===== config.mk =====
export PLATFORM = sky130hd
export DESIGN_NAME = srtf_tick_scheduler
export DESIGN_NICKNAME = d
export VERILOG_FILES = /design/src/hdl/srtf_pkg.sv /design/src/hdl/srtf_tick_scheduler.sv /design/src/hdl/srtf_alu.sv /design/src/hdl/srtf_mem.sv /design/src/hdl/srtf_outq.sv /design/src/hdl/srtf_seq.sv
export SDC_FILE = /design/constraint.sdc
export NUM_CORES = 2
export LEC_CHECK = 0
export BUFFER_PORTS_ARGS = -buffer_cell sky130_fd_sc_hd__clkbuf_2
export CAP_MARGIN = 20
export CORE_ASPECT_RATIO = 2
export CORE_UTILIZATION = 50
export CTS_BUF_LIST = sky130_fd_sc_hd__clkbuf_4 sky130_fd_sc_hd__clkbuf_8
export DETAILED_ROUTE_END_ITERATION = 10
export PLACE_DENSITY = 0.68
export SLEW_MARGIN = 20
export SYNTH_ARGS = -nofsm -noshare
export SYNTH_HDL_FRONTEND = slang
export SYNTH_SLANG_ARGS = --single-unit

===== constraint.sdc =====
create_clock -name clk -period 8.1 [get_ports clk]
set_clock_uncertainty 0.2 [all_clocks]
set_input_delay 1.62 -clock clk [delete_from_list [all_inputs] [get_ports clk]]
set_output_delay 1.62 -clock clk [all_outputs]
set_load 0.02 [all_outputs]

===== src/hdl/srtf_pkg.sv =====
// Shared types, widths and codes of the shortest-remaining-time tick scheduler.
`timescale 1ns / 1ps

package srtf_pkg;

  // Default sizes handed to the top level.
  localparam int MAX_JOBS_DEF  = 16;
  localparam int TIME_BITS_DEF = 16;

  // Fixed field widths.
  localparam int FUNC_W = 2;
  localparam int SLOT_W = 4;
  localparam int KIND_W = 3;
  localparam int VAL_W  = 16;
  localparam int TURN_W = 17;
  localparam int JC_W   = 5;
  localparam int CFG_IDX_W = 1;

  // Input function codes.
  localparam logic [FUNC_W-1:0] FUNC_LOAD    = 2'd0;
  localparam logic [FUNC_W-1:0] FUNC_ADVANCE = 2'd1;
  localparam logic [FUNC_W-1:0] FUNC_REPORT  = 2'd2;
  localparam logic [FUNC_W-1:0] FUNC_NONE    = 2'd3;

  // Event kinds.
  localparam logic [KIND_W-1:0] EV_ARRIVED  = 3'd0;
  localparam logic [KIND_W-1:0] EV_FINISHED = 3'd1;
  localparam logic [KIND_W-1:0] EV_SELECTED = 3'd2;
  localparam logic [KIND_W-1:0] EV_IDLE     = 3'd3;
  localparam logic [KIND_W-1:0] EV_END      = 3'd4;
  localparam logic [KIND_W-1:0] EV_REPORT   = 3'd5;

  // Configuration register indexes.
  localparam logic [CFG_IDX_W-1:0] CFG_JOB_COUNT  = 1'b0;
  localparam logic [CFG_IDX_W-1:0] CFG_TIME_LIMIT = 1'b1;

  // Saturation value of the wait and run counters.
  localparam logic [VAL_W-1:0] CNT_MAX = 16'hFFFF;

  // One result item.
  typedef struct packed {
    logic [KIND_W-1:0] kind;
    logic [SLOT_W-1:0] slot;
    logic [VAL_W-1:0]  ev_time;
    logic [VAL_W-1:0]  value;
    logic [TURN_W-1:0] turnaround;
  } event_t;

  // Sequencer request to the output stage.
  typedef struct packed {
    logic   req;
    logic   flush;
    event_t ev;
  } emit_t;

  // Output stage status back to the sequencer.
  typedef struct packed {
    logic stall;
    logic flush_ok;
  } oq_stat_t;

endpackage


===== src/hdl/srtf_tick_scheduler.sv =====
// Top level of the shortest-remaining-time-first tick scheduler.
//
// Use: items enter on the in_ stream. in_tuser selects the function: load a
// slot (arrival tick and burst), advance the schedule by one tick, or report
// one slot's wait and turnaround. Results leave on the out_ stream with the
// event kind in out_tuser; out_tlast marks the last beat caused by one item.
// Loads and ignored functions give no beat; an advance that changes nothing
// visible gives none either. The cfg_ channel writes job_count and
// time_limit; the user must do so only while the block is idle, since
// the block itself does not enforce it. All per-slot records sit in one
// single-port-read memory, so the scan and wait passes each read one slot
// per access. in_tready is low while an item is in work. Reset clears the
// flags, the tick and the running job; records stay undefined until loaded,
// except that wait and run counts report as zero. A stalled receiver holds
// the output register and, once one more event is pending, halts the
// sequencer until beats drain.
`timescale 1ns / 1ps

module srtf_tick_scheduler #(
  parameter int MAX_JOBS  = srtf_pkg::MAX_JOBS_DEF,
  parameter int TIME_BITS = srtf_pkg::TIME_BITS_DEF
) (
  input  logic        clk,
  input  logic        rst_n,
  input  logic        in_tvalid,
  output logic        in_tready,
  input  logic [39:0] in_tdata,   // slot[3:0], arrival_time[19:4], burst_len[35:20]
  input  logic [1:0]  in_tuser,   // func[1:0]
  output logic        out_tvalid,
  input  logic        out_tready,
  output logic [55:0] out_tdata,  // event_slot[3:0], event_time[19:4], event_value[35:20],
                                  // turnaround[52:36]
  output logic [2:0]  out_tuser,  // event_kind[2:0]
  output logic        out_tlast,
  input  logic        cfg_valid,
  output logic        cfg_ready,
  input  logic [0:0]  cfg_index,
  input  logic [15:0] cfg_data
);

  logic [srtf_pkg::JC_W-1:0]  job_count_r;
  logic [srtf_pkg::VAL_W-1:0] time_limit_r;
  srtf_pkg::emit_t            emit;
  srtf_pkg::oq_stat_t         oq_stat;

  // Configuration registers.
  assign cfg_ready = 1'b1;

  always_ff @(posedge clk) begin
    if (!rst_n) begin
      job_count_r  <= srtf_pkg::JC_W'(1);
      time_limit_r <= '0;
    end else if (cfg_valid && cfg_ready) begin
      unique case (cfg_index)
        srtf_pkg::CFG_JOB_COUNT:  job_count_r  <= cfg_data[srtf_pkg::JC_W-1:0];
        srtf_pkg::CFG_TIME_LIMIT: time_limit_r <= cfg_data;
      endcase
    end
  end

  srtf_seq #(
    .MAX_JOBS  (MAX_JOBS),
    .TIME_BITS (TIME_BITS)
  ) u_seq (
    .clk        (clk),
    .rst_n      (rst_n),
    .in_valid   (in_tvalid),
    .in_ready   (in_tready),
    .in_func    (in_tuser),
    .in_slot    (in_tdata[3:0]),
    .in_arrive  (in_tdata[19:4]),
    .in_burst   (in_tdata[35:20]),
    .job_count  (job_count_r),
    .time_limit (time_limit_r),
    .emit       (emit),
    .oq_stat    (oq_stat)
  );

  srtf_outq u_outq (
    .clk        (clk),
    .rst_n      (rst_n),
    .emit       (emit),
    .stat       (oq_stat),
    .out_tvalid (out_tvalid),
    .out_tready (out_tready),
    .out_tdata  (out_tdata),
    .out_tuser  (out_tuser),
    .out_tlast  (out_tlast)
  );

endmodule


===== src/hdl/srtf_alu.sv =====
// Shared compare and counter unit of the scheduler.
`timescale 1ns / 1ps

module srtf_alu (
  input  logic [srtf_pkg::VAL_W-1:0] a_i,
  input  logic [srtf_pkg::VAL_W-1:0] b_i,
  output logic                       a_lt_b,
  output logic                       a_le_b,
  output logic                       a_zero,
  output logic [srtf_pkg::VAL_W-1:0] a_dec,
  output logic [srtf_pkg::VAL_W-1:0] b_inc
);

  // Comparisons used by selection and finish checks.
  assign a_lt_b = a_i < b_i;
  assign a_le_b = a_i <= b_i;
  assign a_zero = a_i == '0;

  // Burst countdown and saturating tick counters.
  assign a_dec = a_i - srtf_pkg::VAL_W'(1);
  assign b_inc = (b_i == srtf_pkg::CNT_MAX) ? b_i : b_i + srtf_pkg::VAL_W'(1);

endmodule


===== src/hdl/srtf_mem.sv =====
// Per-slot record memory: arrival tick, remaining burst, wait and run counts.
`timescale 1ns / 1ps

module srtf_mem #(
  parameter int MAX_JOBS  = srtf_pkg::MAX_JOBS_DEF,
  parameter int TIME_BITS = srtf_pkg::TIME_BITS_DEF
) (
  input  logic                                clk,
  input  logic                                rd_en,
  input  logic [$clog2(MAX_JOBS)-1:0]         rd_addr,
  input  logic                                wr_en,
  input  logic [$clog2(MAX_JOBS)-1:0]         wr_addr,
  input  logic [TIME_BITS-1:0]                wr_arrive,
  input  logic [srtf_pkg::VAL_W-1:0]          wr_rem,
  input  logic [srtf_pkg::VAL_W-1:0]          wr_wait,
  input  logic [srtf_pkg::VAL_W-1:0]          wr_run,
  output logic [TIME_BITS-1:0]                rd_arrive,
  output logic [srtf_pkg::VAL_W-1:0]          rd_rem,
  output logic [srtf_pkg::VAL_W-1:0]          rd_wait,
  output logic [srtf_pkg::VAL_W-1:0]          rd_run
);

  localparam int VW    = srtf_pkg::VAL_W;
  localparam int REC_W = TIME_BITS + 3 * VW;

  logic [REC_W-1:0] rec_mem [MAX_JOBS];
  logic [REC_W-1:0] rd_data_r;

  // One write and one registered read per cycle.
  always_ff @(posedge clk) begin
    if (wr_en) begin
      rec_mem[wr_addr] <= {wr_arrive, wr_rem, wr_wait, wr_run};
    end
    if (rd_en) begin
      rd_data_r <= rec_mem[rd_addr];
    end
  end

  assign rd_run    = rd_data_r[VW-1:0];
  assign rd_wait   = rd_data_r[2*VW-1:VW];
  assign rd_rem    = rd_data_r[3*VW-1:2*VW];
  assign rd_arrive = rd_data_r[REC_W-1:3*VW];

endmodule


===== src/hdl/srtf_outq.sv =====
// Output stage: one pending event plus the output register, marks the last beat.
`timescale 1ns / 1ps

module srtf_outq (
  input  logic                 clk,
  input  logic                 rst_n,
  input  srtf_pkg::emit_t      emit,
  output srtf_pkg::oq_stat_t   stat,
  output logic                 out_tvalid,
  input  logic                 out_tready,
  output logic [55:0]          out_tdata,
  output logic [2:0]           out_tuser,
  output logic                 out_tlast
);

  logic               pend_vld_r;
  srtf_pkg::event_t   pend_r;
  logic               out_vld_r;
  srtf_pkg::event_t   out_ev_r;
  logic               out_last_r;
  logic               push_ok;
  logic               take;
  logic               push;

  // The pending event moves out once it is known whether another follows.
  assign push_ok       = !out_vld_r || out_tready;
  assign stat.stall    = emit.req && pend_vld_r && !push_ok;
  assign stat.flush_ok = !pend_vld_r || push_ok;
  assign take          = emit.req && !stat.stall;
  assign push          = (take && pend_vld_r) || (emit.flush && pend_vld_r && push_ok);

  // Control state.
  always_ff @(posedge clk) begin
    if (!rst_n) begin
      pend_vld_r <= 1'b0;
      out_vld_r  <= 1'b0;
    end else begin
      if (take) begin
        pend_vld_r <= 1'b1;
      end else if (emit.flush && push_ok) begin
        pend_vld_r <= 1'b0;
      end
      if (push) begin
        out_vld_r <= 1'b1;
      end else if (out_tready) begin
        out_vld_r <= 1'b0;
      end
    end
  end

  // Payload.
  always_ff @(posedge clk) begin
    if (push) begin
      out_ev_r   <= pend_r;
      out_last_r <= emit.flush;
    end
    if (take) begin
      pend_r <= emit.ev;
    end
  end

  assign out_tvalid = out_vld_r;
  assign out_tlast  = out_last_r;
  assign out_tuser  = out_ev_r.kind;
  assign out_tdata  = {3'b000, out_ev_r.turnaround, out_ev_r.value,
                       out_ev_r.ev_time, out_ev_r.slot};

endmodule


===== src/hdl/srtf_seq.sv =====
// Sequencer: serves reports and walks the slot table through finish, arrival, selection, run and wait steps.
`timescale 1ns / 1ps

module srtf_seq #(
  parameter int MAX_JOBS  = srtf_pkg::MAX_JOBS_DEF,
  parameter int TIME_BITS = srtf_pkg::TIME_BITS_DEF
) (
  input  logic                          clk,
  input  logic                          rst_n,
  input  logic                          in_valid,
  output logic                          in_ready,
  input  logic [srtf_pkg::FUNC_W-1:0]   in_func,
  input  logic [srtf_pkg::SLOT_W-1:0]   in_slot,
  input  logic [srtf_pkg::VAL_W-1:0]    in_arrive,
  input  logic [srtf_pkg::VAL_W-1:0]    in_burst,
  input  logic [srtf_pkg::JC_W-1:0]     job_count,
  input  logic [srtf_pkg::VAL_W-1:0]    time_limit,
  output srtf_pkg::emit_t               emit,
  input  srtf_pkg::oq_stat_t            oq_stat
);

  localparam int IDX_W = $clog2(MAX_JOBS);
  localparam int CNT_W = $clog2(MAX_JOBS + 1);
  localparam int VW    = srtf_pkg::VAL_W;

  localparam logic [3:0] ST_IDLE    = 4'd0;
  localparam logic [3:0] ST_REP_RD  = 4'd1;
  localparam logic [3:0] ST_REP_EV  = 4'd2;
  localparam logic [3:0] ST_FIN_RD  = 4'd3;
  localparam logic [3:0] ST_FIN_EV  = 4'd4;
  localparam logic [3:0] ST_SCAN_RD = 4'd5;
  localparam logic [3:0] ST_SCAN_EV = 4'd6;
  localparam logic [3:0] ST_SEL     = 4'd7;
  localparam logic [3:0] ST_RUN_RD  = 4'd8;
  localparam logic [3:0] ST_RUN_WR  = 4'd9;
  localparam logic [3:0] ST_WAIT_RD = 4'd10;
  localparam logic [3:0] ST_WAIT_WR = 4'd11;
  localparam logic [3:0] ST_END     = 4'd12;
  localparam logic [3:0] ST_FLUSH   = 4'd13;

  logic [3:0]                  state_r;
  logic [3:0]                  state_nxt;
  logic [IDX_W-1:0]            idx_r;
  logic [IDX_W-1:0]            cur_r;
  logic [IDX_W-1:0]            best_r;
  logic [VW-1:0]               best_rem_r;
  logic [VW-1:0]               cur_rem_r;
  logic                        best_vld_r;
  logic                        running_r;
  logic [TIME_BITS-1:0]        now_r;
  logic [MAX_JOBS-1:0]         arrived_r;
  logic [MAX_JOBS-1:0]         done_r;
  logic [MAX_JOBS-1:0]         loaded_r;
  logic [srtf_pkg::SLOT_W-1:0] slot_r;

  logic                        acc;
  logic                        slot_ok;
  logic [IDX_W-1:0]            slot_idx;
  logic                        rep_ok;
  logic [IDX_W-1:0]            rep_idx;
  logic [CNT_W-1:0]            n_w;
  logic                        idx_last;
  logic [TIME_BITS-1:0]        lim;
  logic                        stall;
  logic                        fin_hit;
  logic                        arr_hit;
  logic                        cand;
  logic                        take_best;
  logic                        sel_switch;
  logic                        elig;
  logic                        end_hit;
  logic                        idle_hit;
  logic                        run_go;
  logic [VW-1:0]               rep_w;
  logic [VW-1:0]               rep_r;

  logic                        rd_en;
  logic [IDX_W-1:0]            rd_addr;
  logic                        wr_en;
  logic [IDX_W-1:0]            wr_addr;
  logic [TIME_BITS-1:0]        wr_arrive;
  logic [VW-1:0]               wr_rem;
  logic [VW-1:0]               wr_wait;
  logic [VW-1:0]               wr_run;
  logic [TIME_BITS-1:0]        rd_arrive;
  logic [VW-1:0]               rd_rem;
  logic [VW-1:0]               rd_wait;
  logic [VW-1:0]               rd_run;

  logic [VW-1:0]               alu_a;
  logic [VW-1:0]               alu_b;
  logic                        alu_lt;
  logic                        alu_le;
  logic                        alu_zero;
  logic [VW-1:0]               alu_dec;
  logic [VW-1:0]               alu_inc;

  srtf_mem #(
    .MAX_JOBS  (MAX_JOBS),
    .TIME_BITS (TIME_BITS)
  ) u_mem (
    .clk       (clk),
    .rd_en     (rd_en),
    .rd_addr   (rd_addr),
    .wr_en     (wr_en),
    .wr_addr   (wr_addr),
    .wr_arrive (wr_arrive),
    .wr_rem    (wr_rem),
    .wr_wait   (wr_wait),
    .wr_run    (wr_run),
    .rd_arrive (rd_arrive),
    .rd_rem    (rd_rem),
    .rd_wait   (rd_wait),
    .rd_run    (rd_run)
  );

  srtf_alu u_alu (
    .a_i    (alu_a),
    .b_i    (alu_b),
    .a_lt_b (alu_lt),
    .a_le_b (alu_le),
    .a_zero (alu_zero),
    .a_dec  (alu_dec),
    .b_inc  (alu_inc)
  );

  // Decode of the current step.
  assign in_ready = state_r == ST_IDLE;
  assign acc      = in_valid && in_ready;
  assign slot_ok  = 32'(in_slot) < MAX_JOBS;
  assign slot_idx = IDX_W'(in_slot);
  assign rep_ok   = 32'(slot_r) < MAX_JOBS;
  assign rep_idx  = IDX_W'(slot_r);
  assign lim      = TIME_BITS'(time_limit);
  assign stall    = oq_stat.stall;

  always_comb begin
    if (32'(job_count) > MAX_JOBS) begin
      n_w = CNT_W'(MAX_JOBS);
    end else begin
      n_w = CNT_W'(job_count);
    end
  end

  assign idx_last   = (CNT_W'(idx_r) + CNT_W'(1)) == n_w;
  assign fin_hit    = alu_zero && !done_r[cur_r];
  assign arr_hit    = !arrived_r[idx_r] && (rd_arrive == now_r);
  assign cand       = (arrived_r[idx_r] || arr_hit) && !done_r[idx_r];
  assign take_best  = cand && (!best_vld_r || alu_lt);
  assign sel_switch = best_vld_r && !(running_r && alu_le);
  assign elig       = arrived_r[idx_r] && !done_r[idx_r] && !(running_r && idx_r == cur_r);
  assign end_hit    = now_r == lim;
  assign idle_hit   = (now_r < lim) && !running_r;
  assign run_go     = running_r && (cur_rem_r != '0);
  assign rep_w      = (rep_ok && loaded_r[rep_idx]) ? rd_wait : '0;
  assign rep_r      = (rep_ok && loaded_r[rep_idx]) ? rd_run : '0;

  // Operand selection for the shared unit.
  always_comb begin
    unique case (state_r)
      ST_SEL: begin
        alu_a = cur_rem_r;
        alu_b = best_rem_r;
      end
      ST_RUN_WR: begin
        alu_a = rd_rem;
        alu_b = rd_run;
      end
      ST_WAIT_WR: begin
        alu_a = rd_rem;
        alu_b = rd_wait;
      end
      default: begin
        alu_a = rd_rem;
        alu_b = best_rem_r;
      end
    endcase
  end

  // Record memory accesses.
  always_comb begin
    rd_en     = 1'b0;
    rd_addr   = idx_r;
    wr_en     = 1'b0;
    wr_addr   = idx_r;
    wr_arrive = rd_arrive;
    wr_rem    = rd_rem;
    wr_wait   = rd_wait;
    wr_run    = rd_run;
    unique case (state_r)
      ST_IDLE: begin
        wr_en     = acc && (in_func == srtf_pkg::FUNC_LOAD) && slot_ok;
        wr_addr   = slot_idx;
        wr_arrive = TIME_BITS'(in_arrive);
        wr_rem    = in_burst;
        wr_wait   = '0;
        wr_run    = '0;
      end
      ST_REP_RD: begin
        rd_en   = 1'b1;
        rd_addr = rep_idx;
      end
      ST_FIN_RD: begin
        rd_en   = running_r;
        rd_addr = cur_r;
      end
      ST_SCAN_RD: begin
        rd_en = 1'b1;
      end
      ST_RUN_RD: begin
        rd_en   = run_go;
        rd_addr = cur_r;
      end
      ST_RUN_WR: begin
        wr_en   = 1'b1;
        wr_addr = cur_r;
        wr_rem  = alu_dec;
        wr_run  = alu_inc;
      end
      ST_WAIT_RD: begin
        rd_en = elig;
      end
      ST_WAIT_WR: begin
        wr_en   = 1'b1;
        wr_wait = alu_inc;
      end
      default: begin
        rd_en = 1'b0;
      end
    endcase
  end

  // Events handed to the output stage.
  always_comb begin
    emit               = '0;
    emit.ev.ev_time    = VW'(now_r);
    unique case (state_r)
      ST_REP_EV: begin
        emit.req           = 1'b1;
        emit.ev.kind       = srtf_pkg::EV_REPORT;
        emit.ev.slot       = slot_r;
        emit.ev.value      = rep_w;
        emit.ev.turnaround = srtf_pkg::TURN_W'(rep_w) + srtf_pkg::TURN_W'(rep_r);
      end
      ST_FIN_EV: begin
        emit.req     = fin_hit;
        emit.ev.kind = srtf_pkg::EV_FINISHED;
        emit.ev.slot = srtf_pkg::SLOT_W'(cur_r);
      end
      ST_SCAN_EV: begin
        emit.req     = arr_hit;
        emit.ev.kind = srtf_pkg::EV_ARRIVED;
        emit.ev.slot = srtf_pkg::SLOT_W'(idx_r);
      end
      ST_SEL: begin
        emit.req      = sel_switch;
        emit.ev.kind  = srtf_pkg::EV_SELECTED;
        emit.ev.slot  = srtf_pkg::SLOT_W'(best_r);
        emit.ev.value = best_rem_r;
      end
      ST_END: begin
        emit.req     = end_hit || idle_hit;
        emit.ev.kind = end_hit ? srtf_pkg::EV_END : srtf_pkg::EV_IDLE;
      end
      ST_FLUSH: begin
        emit.flush = 1'b1;
      end
      default: begin
        emit.req = 1'b0;
      end
    endcase
  end

  // Step sequencing.
  always_comb begin
    state_nxt = state_r;
    unique case (state_r)
      ST_IDLE: begin
        if (acc && in_func == srtf_pkg::FUNC_REPORT) begin
          state_nxt = ST_REP_RD;
        end else if (acc && in_func == srtf_pkg::FUNC_ADVANCE) begin
          state_nxt = ST_FIN_RD;
        end
      end
      ST_REP_RD: state_nxt = ST_REP_EV;
      ST_REP_EV: begin
        if (!stall) state_nxt = ST_FLUSH;
      end
      ST_FIN_RD: begin
        if (running_r) state_nxt = ST_FIN_EV;
        else state_nxt = (n_w == '0) ? ST_SEL : ST_SCAN_RD;
      end
      ST_FIN_EV: begin
        if (!stall) state_nxt = (n_w == '0) ? ST_SEL : ST_SCAN_RD;
      end
      ST_SCAN_RD: state_nxt = ST_SCAN_EV;
      ST_SCAN_EV: begin
        if (!stall) state_nxt = idx_last ? ST_SEL : ST_SCAN_RD;
      end
      ST_SEL: begin
        if (!stall) state_nxt = ST_RUN_RD;
      end
      ST_RUN_RD: begin
        if (run_go) state_nxt = ST_RUN_WR;
        else state_nxt = (n_w == '0) ? ST_END : ST_WAIT_RD;
      end
      ST_RUN_WR: state_nxt = (n_w == '0) ? ST_END : ST_WAIT_RD;
      ST_WAIT_RD: begin
        if (elig) state_nxt = ST_WAIT_WR;
        else if (idx_last) state_nxt = ST_END;
      end
      ST_WAIT_WR: state_nxt = idx_last ? ST_END : ST_WAIT_RD;
      ST_END: begin
        if (!stall) state_nxt = ST_FLUSH;
      end
      ST_FLUSH: begin
        if (oq_stat.flush_ok) state_nxt = ST_IDLE;
      end
      default: state_nxt = ST_IDLE;
    endcase
  end

  // Control state and slot flags.
  always_ff @(posedge clk) begin
    if (!rst_n) begin
      state_r    <= ST_IDLE;
      idx_r      <= '0;
      cur_r      <= '0;
      best_vld_r <= 1'b0;
      running_r  <= 1'b0;
      now_r      <= '0;
      arrived_r  <= '0;
      done_r     <= '0;
      loaded_r   <= '0;
    end else begin
      state_r <= state_nxt;

      // Load clears a slot's arrived and done flags, marks it loaded and stops it if it was running.
      if (acc && in_func == srtf_pkg::FUNC_LOAD && slot_ok) begin
        arrived_r[slot_idx] <= 1'b0;
        done_r[slot_idx]    <= 1'b0;
        loaded_r[slot_idx]  <= 1'b1;
        if (running_r && cur_r == slot_idx) begin
          running_r <= 1'b0;
        end
      end
      if (acc) begin
        best_vld_r <= 1'b0;
      end

      // Slot index walks the table in the scan and wait passes.
      if (state_r == ST_FIN_RD || state_r == ST_FIN_EV ||
          state_r == ST_RUN_RD || state_r == ST_RUN_WR) begin
        idx_r <= '0;
      end else if ((state_r == ST_SCAN_EV && !stall && !idx_last) ||
                   (state_r == ST_WAIT_RD && !elig && !idx_last) ||
                   (state_r == ST_WAIT_WR && !idx_last)) begin
        idx_r <= idx_r + IDX_W'(1);
      end

      if (state_r == ST_FIN_EV && fin_hit && !stall) begin
        done_r[cur_r] <= 1'b1;
        running_r     <= 1'b0;
      end

      if (state_r == ST_SCAN_EV && !stall) begin
        if (arr_hit) arrived_r[idx_r] <= 1'b1;
        if (take_best) best_vld_r <= 1'b1;
      end

      if (state_r == ST_SEL && sel_switch && !stall) begin
        cur_r     <= best_r;
        running_r <= 1'b1;
      end

      if (state_r == ST_END && !stall) begin
        now_r <= now_r + TIME_BITS'(1);
      end
    end
  end

  // Payload registers.
  always_ff @(posedge clk) begin
    if (acc) begin
      slot_r <= in_slot;
    end
    if (state_r == ST_FIN_EV) begin
      cur_rem_r <= rd_rem;
    end else if (state_r == ST_SEL && sel_switch && !stall) begin
      cur_rem_r <= best_rem_r;
    end
    if (state_r == ST_SCAN_EV && !stall && take_best) begin
      best_r     <= idx_r;
      best_rem_r <= rd_rem;
    end
  end

endmodule


* Yosys cells after proc, flatten, opt, wreduce, memory -nomap -nowiden
Memories as Yosys holds them, arrays and structs flattened. A register that Yosys moved wholly into a read port is not among the register bits.
Cells that the tools add are included.
** Storage, ports and cells
- Memories kept :: 1
- Bits in writable memories :: 1024
- Register bits after elaboration :: 254
** Memory list
- u_seq.u_mem.rec_mem :: depth 16, width 64, read ports 1, clocked after memory_dff 1, wr ports 1, RTL line srtf_mem.sv:26 : logic [REC_W-1:0] rec_mem [MAX_JOBS];
** Operators by class
- Add/subtract/negate cells :: 6
- Order comparisons :: 11
- Bitwise logic cells :: 8
- Mux-type cells :: 72
- Eq/ne operators :: 28
- Reductions and logical operators :: 80
** Operator list (count)
- $mux W16 :: 14
- $pmux W16 S2 :: 5
- $pmux W4 S13 :: 1
- $or A16 B16 Y16 :: 3
- $mux W4 :: 11
- $logic_and A1 B1 Y1 :: 37
- $add A16 B1 Y16 const B :: 2
- $and A16 B16 Y16 :: 2
- $eq A16 B16 Y1 :: 2
- $lt A16 B16 Y1 :: 2
- $eq A4 B4 Y1 const B :: 6
- $mux W1 :: 21
- $lt A4 B5 Y1 const B :: 4
- $add A16 B16 Y17 :: 1
- $bmux W1 S4 :: 4
- $eq A16 B16 Y1 const B :: 1
- $eq A4 B3 Y1 const B :: 4
- $le A16 B16 Y1 :: 1
- $logic_not A16 Y1 :: 1
- $not A16 Y16 :: 1
- $pmux W4 S2 :: 2
- $pmux W4 S4 :: 1
- $reduce_bool A16 Y1 :: 1
- $sub A16 B1 Y16 const B :: 1
- 32 further kinds :: 77

* Longest topological paths before layout
- Word-level depth :: 14
- Depth in mapped cells :: 18
- Mapped depth without buffers :: 15

* Cells and area by module
A second synthesis with hierarchy kept.
** Second synthesis, totals
- Cell total of the unflattened synthesis :: 3141
- Area, all modules :: 55255.5 µm²
** Modules (own cells, without submodules)
- srtf_mem :: cells each 1647, area each 40222.3 µm², times used 1
- srtf_seq :: cells each 1118, area each 9580.4 µm², times used 1
- srtf_outq :: cells each 130, area each 3525.9 µm², times used 1
- srtf_alu :: cells each 153, area each 1054.8 µm², times used 1
- srtf_tick_scheduler :: cells each 93, area each 872.1 µm², times used 1

* Worst setup path before layout
Ideal clock, no wire load.
- Path type :: reg2reg
- Start :: register u_seq.state_r[1]
- End :: register u_outq.out_ev_r (netlist bit u_outq.out_tdata[0]) (enable)
- Data arrival time :: 5.835 ns
- Required time :: 7.428 ns
- Path slack :: 1.593 ns
- Path buffers :: 4
- Stages on the path, launching flop included :: 17
- Clock period less this slack :: 6.507 ns
- Cell sequence :: dfxtp_1 -> buf_4 -> buf_6 -> nand4b_4 -> buf_1 -> clkbuf_1 -> mux2i_1 -> inv_1 -> ha_1 -> nand4_1 -> nor4_1 -> a211oi_1 -> a221oi_1 -> nor3_1 -> nand2_1 -> nand2_1 -> nor2_1
** On the way
- Cells in the longest elaborated chain, start to end :: 13
** RTL lines
- from (decl) :: RTL line srtf_seq.sv:41 : logic [3:0] state_r;
- from (signal assigned) :: RTL line srtf_seq.sv:336 : state_r <= state_nxt;
- $eq A4 B4 Y1 or $eq A4 B3 Y1 (tied branches) :: RTL line srtf_seq.sv:160, srtf_seq.sv:237
- $pmux W16 S2 or $mux W16 (tied branches) :: RTL line srtf_seq.sv:160 : unique case (state_r)
- $le A16 B16 Y1 :: RTL line srtf_alu.sv:16 : assign a_le_b = a_i <= b_i;
- $logic_and A1 B1 Y1 :: RTL line srtf_seq.sv:150 : assign sel_switch = best_vld_r && !(running_r && alu_le);
- $logic_not A1 Y1 :: RTL line srtf_seq.sv:150
- $logic_and A1 B1 Y1 :: RTL line srtf_seq.sv:150
- $pmux W1 S5 :: RTL line srtf_seq.sv:237 : unique case (state_r)
- $logic_and A1 B1 Y1 (2 in a row) :: RTL line srtf_outq.sv:27 : assign stat.stall = emit.req && pend_vld_r && !push_ok;
- $logic_not A1 Y1 :: RTL line srtf_outq.sv:29 : assign take = emit.req && !stat.stall;
- $logic_and A1 B1 Y1 :: RTL line srtf_outq.sv:29
- $logic_and A1 B1 Y1 :: RTL line srtf_outq.sv:30 : assign push = (take && pend_vld_r) || (emit.flush && pend_vld_r && push_ok);
- $logic_or A1 B1 Y1 (*) :: RTL line srtf_outq.sv:30
- via u_outq.push :: RTL line srtf_outq.sv:23 : logic push;
- to (signal assigned) :: RTL line srtf_outq.sv:54 : out_ev_r <= pend_r;
- to (decl) :: RTL line srtf_outq.sv:19 : srtf_pkg::event_t out_ev_r;
The timed path passes the listed nets; every way through them passes the cells marked *.
A chain may end at the register's enable or synchronous reset.

* Worst setup path in the final report
- Start :: register u_seq.state_r[0]
- End :: register u_seq.now_r[9]
** On the way
- Cells in the longest elaborated chain, start to end :: 11
** RTL lines
- $eq A4 B4 Y1 or $eq A4 B3 Y1 (tied branches) :: RTL line srtf_seq.sv:160, srtf_seq.sv:237
- $pmux W16 S2 or $mux W16 (tied branches) :: RTL line srtf_seq.sv:160
- $le A16 B16 Y1 :: RTL line srtf_alu.sv:16
- $logic_and A1 B1 Y1 :: RTL line srtf_seq.sv:150
- $logic_not A1 Y1 :: RTL line srtf_seq.sv:150
- $logic_and A1 B1 Y1 :: RTL line srtf_seq.sv:150
- $pmux W1 S5 :: RTL line srtf_seq.sv:237
- $logic_and A1 B1 Y1 (2 in a row) :: RTL line srtf_outq.sv:27
- $logic_not A1 Y1 :: RTL line srtf_seq.sv:376 : if (state_r == ST_END && !stall) begin
- $logic_and A1 B1 Y1 (*) :: RTL line srtf_seq.sv:376
- to (signal assigned) :: RTL line srtf_seq.sv:377 : now_r <= now_r + TIME_BITS'(1);
- to (decl) :: RTL line srtf_seq.sv:50 : logic [TIME_BITS-1:0] now_r;
Mark *: on every way between the ends. The rest lies on a longest branch, timed or not.

==> reports/qor.yml <==
floorplan:
  core_area_um2: 111000
  ios: 127
  rows: 173
  initial_utilization: 0.506
  die_y_um: 476
  dieArea_um2: 114000
  die_w_um: 239
clock_network:
  cts.repair.resized: 0
  cts-root-buf: "clkbuf_8"
  htree_levels: 4
  numCtsBuffers: 173
  clk_latency_ns: 0.86
  cts.clk_slew.worst_paths_ns: 0.07
  cts_tree: "yes"
  post-cts-setup-buffers: 0
  clkSinkCount: 1342
  ctsHoldBuffers: 0
  clockBufferDepth: 3
place:
  gp_congestion: 0.931
  dp.final_hpwl_mm: 86.8
  dpl_cell_area_um2: 58700
  numPlacedInstances: 6023
  io_buffers: 118
worst_setup_path:
  critPathKind: "reg -> reg"
  max_stage_delay_ns: 0.86
  cp.arrival_ns: 7.08
  start_kind: "flip-flop"
  reg2regPathDepth: 14
  crit_top_cell: "or4_1"
  critPathCapture: "u_seq.now_r[9]"
  r2r-end: "u_seq.now_r[9]"
  crit_fanout: 22
  regToRegSetupSlack_ns: 1.58
  path_cells: "nand4b_1, o22ai_1, o21bai_1, ha_1, nand4_1, nor3_1, or4_1, a211oi_1, a221oi_1, buf_2, o31ai_2, nand2_1, or4_1, a21oi_1"
  rr_startpoint: "u_seq.state_r[0]"
  critPathRequiredTime_ns: 8.66
  cp-startpoint: "u_seq.state_r[0]"
  slowest_stage: "dfxtp_1"
  end_kind: "flip-flop"
power:
  fin_total_pwr_w: 0.0207
  power_density_nw_per_um2: 333
  vdd_drop_max_mv: 0.260
  p_leak_nw: 21.9
synthesis:
  ys_ff_latch: 1342
  synth_edf_count: 1241
  ys.flop_type: "edfxtp_1"
  ys_seq_area_frac: 0.699
  avgSynthCellArea_um2: 12.2
  yosys_warnings: 0
  async_reset_ff_frac: 0
  synth.top_cell.area_share: 0.663
  synth_top_area_cell: "edfxtp_1"
  synth_area_leaders: "edfxtp_1 66%, nand2_1 8.4%, nand3_1 4.9%, dfxtp_1 3.6%, a311oi_1 2.0%"
  synth_cells: 4592
  ys_types: 82
  syn_area_um2: 56200
detailed_routing:
  drtIter0Drc: 3975
  post-route-drc-count: 0
  ant_nets: 0
  drt-total-wl_mm: 151
  vias: 38000
  viasPerCell: 5.99
  first_pass_iters: 6
  routedWlPerCell_um: 23.8
finish:
  drive_gt1_frac: 0.122
  syn_to_final_growth_pct: 10.6
  nFillCells: 9150
  final_common_cell: "nand2_1"
  finalNonFillerCells: 6336
  final_area_um2: 62200
  final_cell_mix: "1,263 x nand2_1, 1,241 x edfxtp_1, 551 x nand3_1, 180 x clkbuf_8, 129 x a311oi_1"
  final_nets: 4833
global_routing:
  antenna_found_initial: 2
  grt_pass1_vias: 36800
  grt_max_degree: 129
  grt_pass1_wl_mm: 223
  grt_overflow: 0
  grt_usage: 0.264
min_path:
  min_path_type: "reg -> reg"
timing:
  final-hold-violation-count: 0
  tightest_slew_ns: 1.19
  rsz0062_at_grt: "false"
  max_freq_mhz: 153
  setup_tns_ns: 0
  fin_crit_ns: 6.52
  setup_viol: 0
  fin_crit_sh: 0.805
  finalMaxSlewViolations: 0
  relSlewSlack: 0.203
outcome:
  status: "finished, final reports clean"
flow_run:
  drv_cap: 0
registers in the layout, indices dropped and copies added (netlist names), 3 cells and up:
| signal | count |
|---|---|
| u_seq.now_r | 16 |
| u_seq.done_r | 16 |
| u_outq.pend_r | 56 |
| u_seq.idx_r | 4 |
| u_outq.out_tuser | 3 |
| u_seq.rep_idx | 4 |
| u_seq.u_mem.rd_data_r | 64 |
| u_seq.cur_rem_r | 16 |
| u_seq.best_r | 4 |
| u_outq.out_tdata | 53 |
| u_seq.best_rem_r | 16 |
| u_seq.arrived_r | 16 |
| job_count_r | 5 |
| u_seq.cur_r | 4 |
| time_limit_r | 16 |
| u_seq.loaded_r | 16 |
| u_seq.u_mem.rec_mem | 1024 |
| u_seq.state_r | 4 |
routing by layer:
layer	GRT usage	part of all wire	wire length (µm)	up-vias
li1	-	-	-	17100
met2	0.450	0.50	76100	1806
met1	0.320	0.37	55400	18700
met5	0	0	0	-
met3	0.0441	0.077	11600	411
met4	0.139	0.050	7570	0
per-stage QoR:
step                setup slack, ns  hold WS [ns]  utilization
finish                         1.58         0.216        0.559
global route                   1.45         0.220        0.559
CTS                            1.46         0.215        0.559
detailed placement             1.50         0.205        0.528
global placement               1.62         0.202        0.528
floorplan                      1.59         0.200            -
cells by family after synthesis:
kind of cell	share of synthesized area
AOI/OAI and AO/OA	0.0637
xor gates and xnor gates	0.0111
adders and majority gates	0.0126
buffers and inverters	0.0258
DFF	0.699
muxes	0.0155
other	0.000134
and+or+nand+nor	0.173
area by class of cell:
| class | count | area (µm²) | share of cell area |
|---|---|---|---|
| flip-flops and latches | 1342 | 39300 | 0.632 |
| multi-input cells | 2899 | 15700 | 0.253 |
| clock buffers | 229 | 2850 | 0.0457 |
| well taps | 1487 | 1860 | 0.0299 |
| repair buffers | 238 | 1610 | 0.0258 |
| clock inverters | 80 | 631 | 0.0101 |
| inverters | 59 | 221 | 0.00356 |
| diodes | 2 | 5.00 | 0.0000805 |
report_power, final:
group          leakage, nW  internal [W]  switching, W
Sequential            12.1       0.00947      0.000409
Clock                 1.82       0.00261       0.00243
Combinational         7.96       0.00149       0.00432
worst max-delay path: cells and delay by family (launching register included):
kind / cells / cell delay, ns
adder cells (fa/ha/maj): 1 / 0.34
AO/OA/AOI/OAI: 6 / 2.08
buffers and inverters: 1 / 0.25
flip-flops: 1 / 0.86
AND/OR/NAND/NOR: 6 / 2.65
cells in the mapped netlist, drive strengths merged (10+ instances only):
cell and number:
mux4 17, inv 58, a22o 31, a311oi 129, nand3 551, nand2b 11, a31oi 69, nor3 34
o21ai 65, and2 39, mux2 16, xnor2 51, edfxtp 1241, nand2 1264, mux2i 31, nor2b 15
xor2 20, dfxtp 101, a22oi 47, nand4 23, nor2 140, clkbuf 196, ha 55, buf 98
and3 78, a21oi 74, or3 10, nor4 11
worst min-delay path by stage:
stage,startpoint,endpoint,slack [ns],cells past startpoint
floorplan,u_outq.pend_r[49],u_outq.out_tdata[0],0.20,0
global placement,u_outq.pend_r[45],u_outq.out_tdata[16],0.20,0
detailed placement,u_outq.pend_r[39],u_outq.out_tdata[10],0.20,0
CTS,u_outq.pend_r[47],u_outq.out_tdata[18],0.22,0
global route,u_outq.pend_r[36],u_outq.out_tdata[7],0.22,0
finish,u_outq.pend_r[2],u_outq.out_tdata[38],0.22,0
Note: power is estimated with default switching activity, not from simulation.
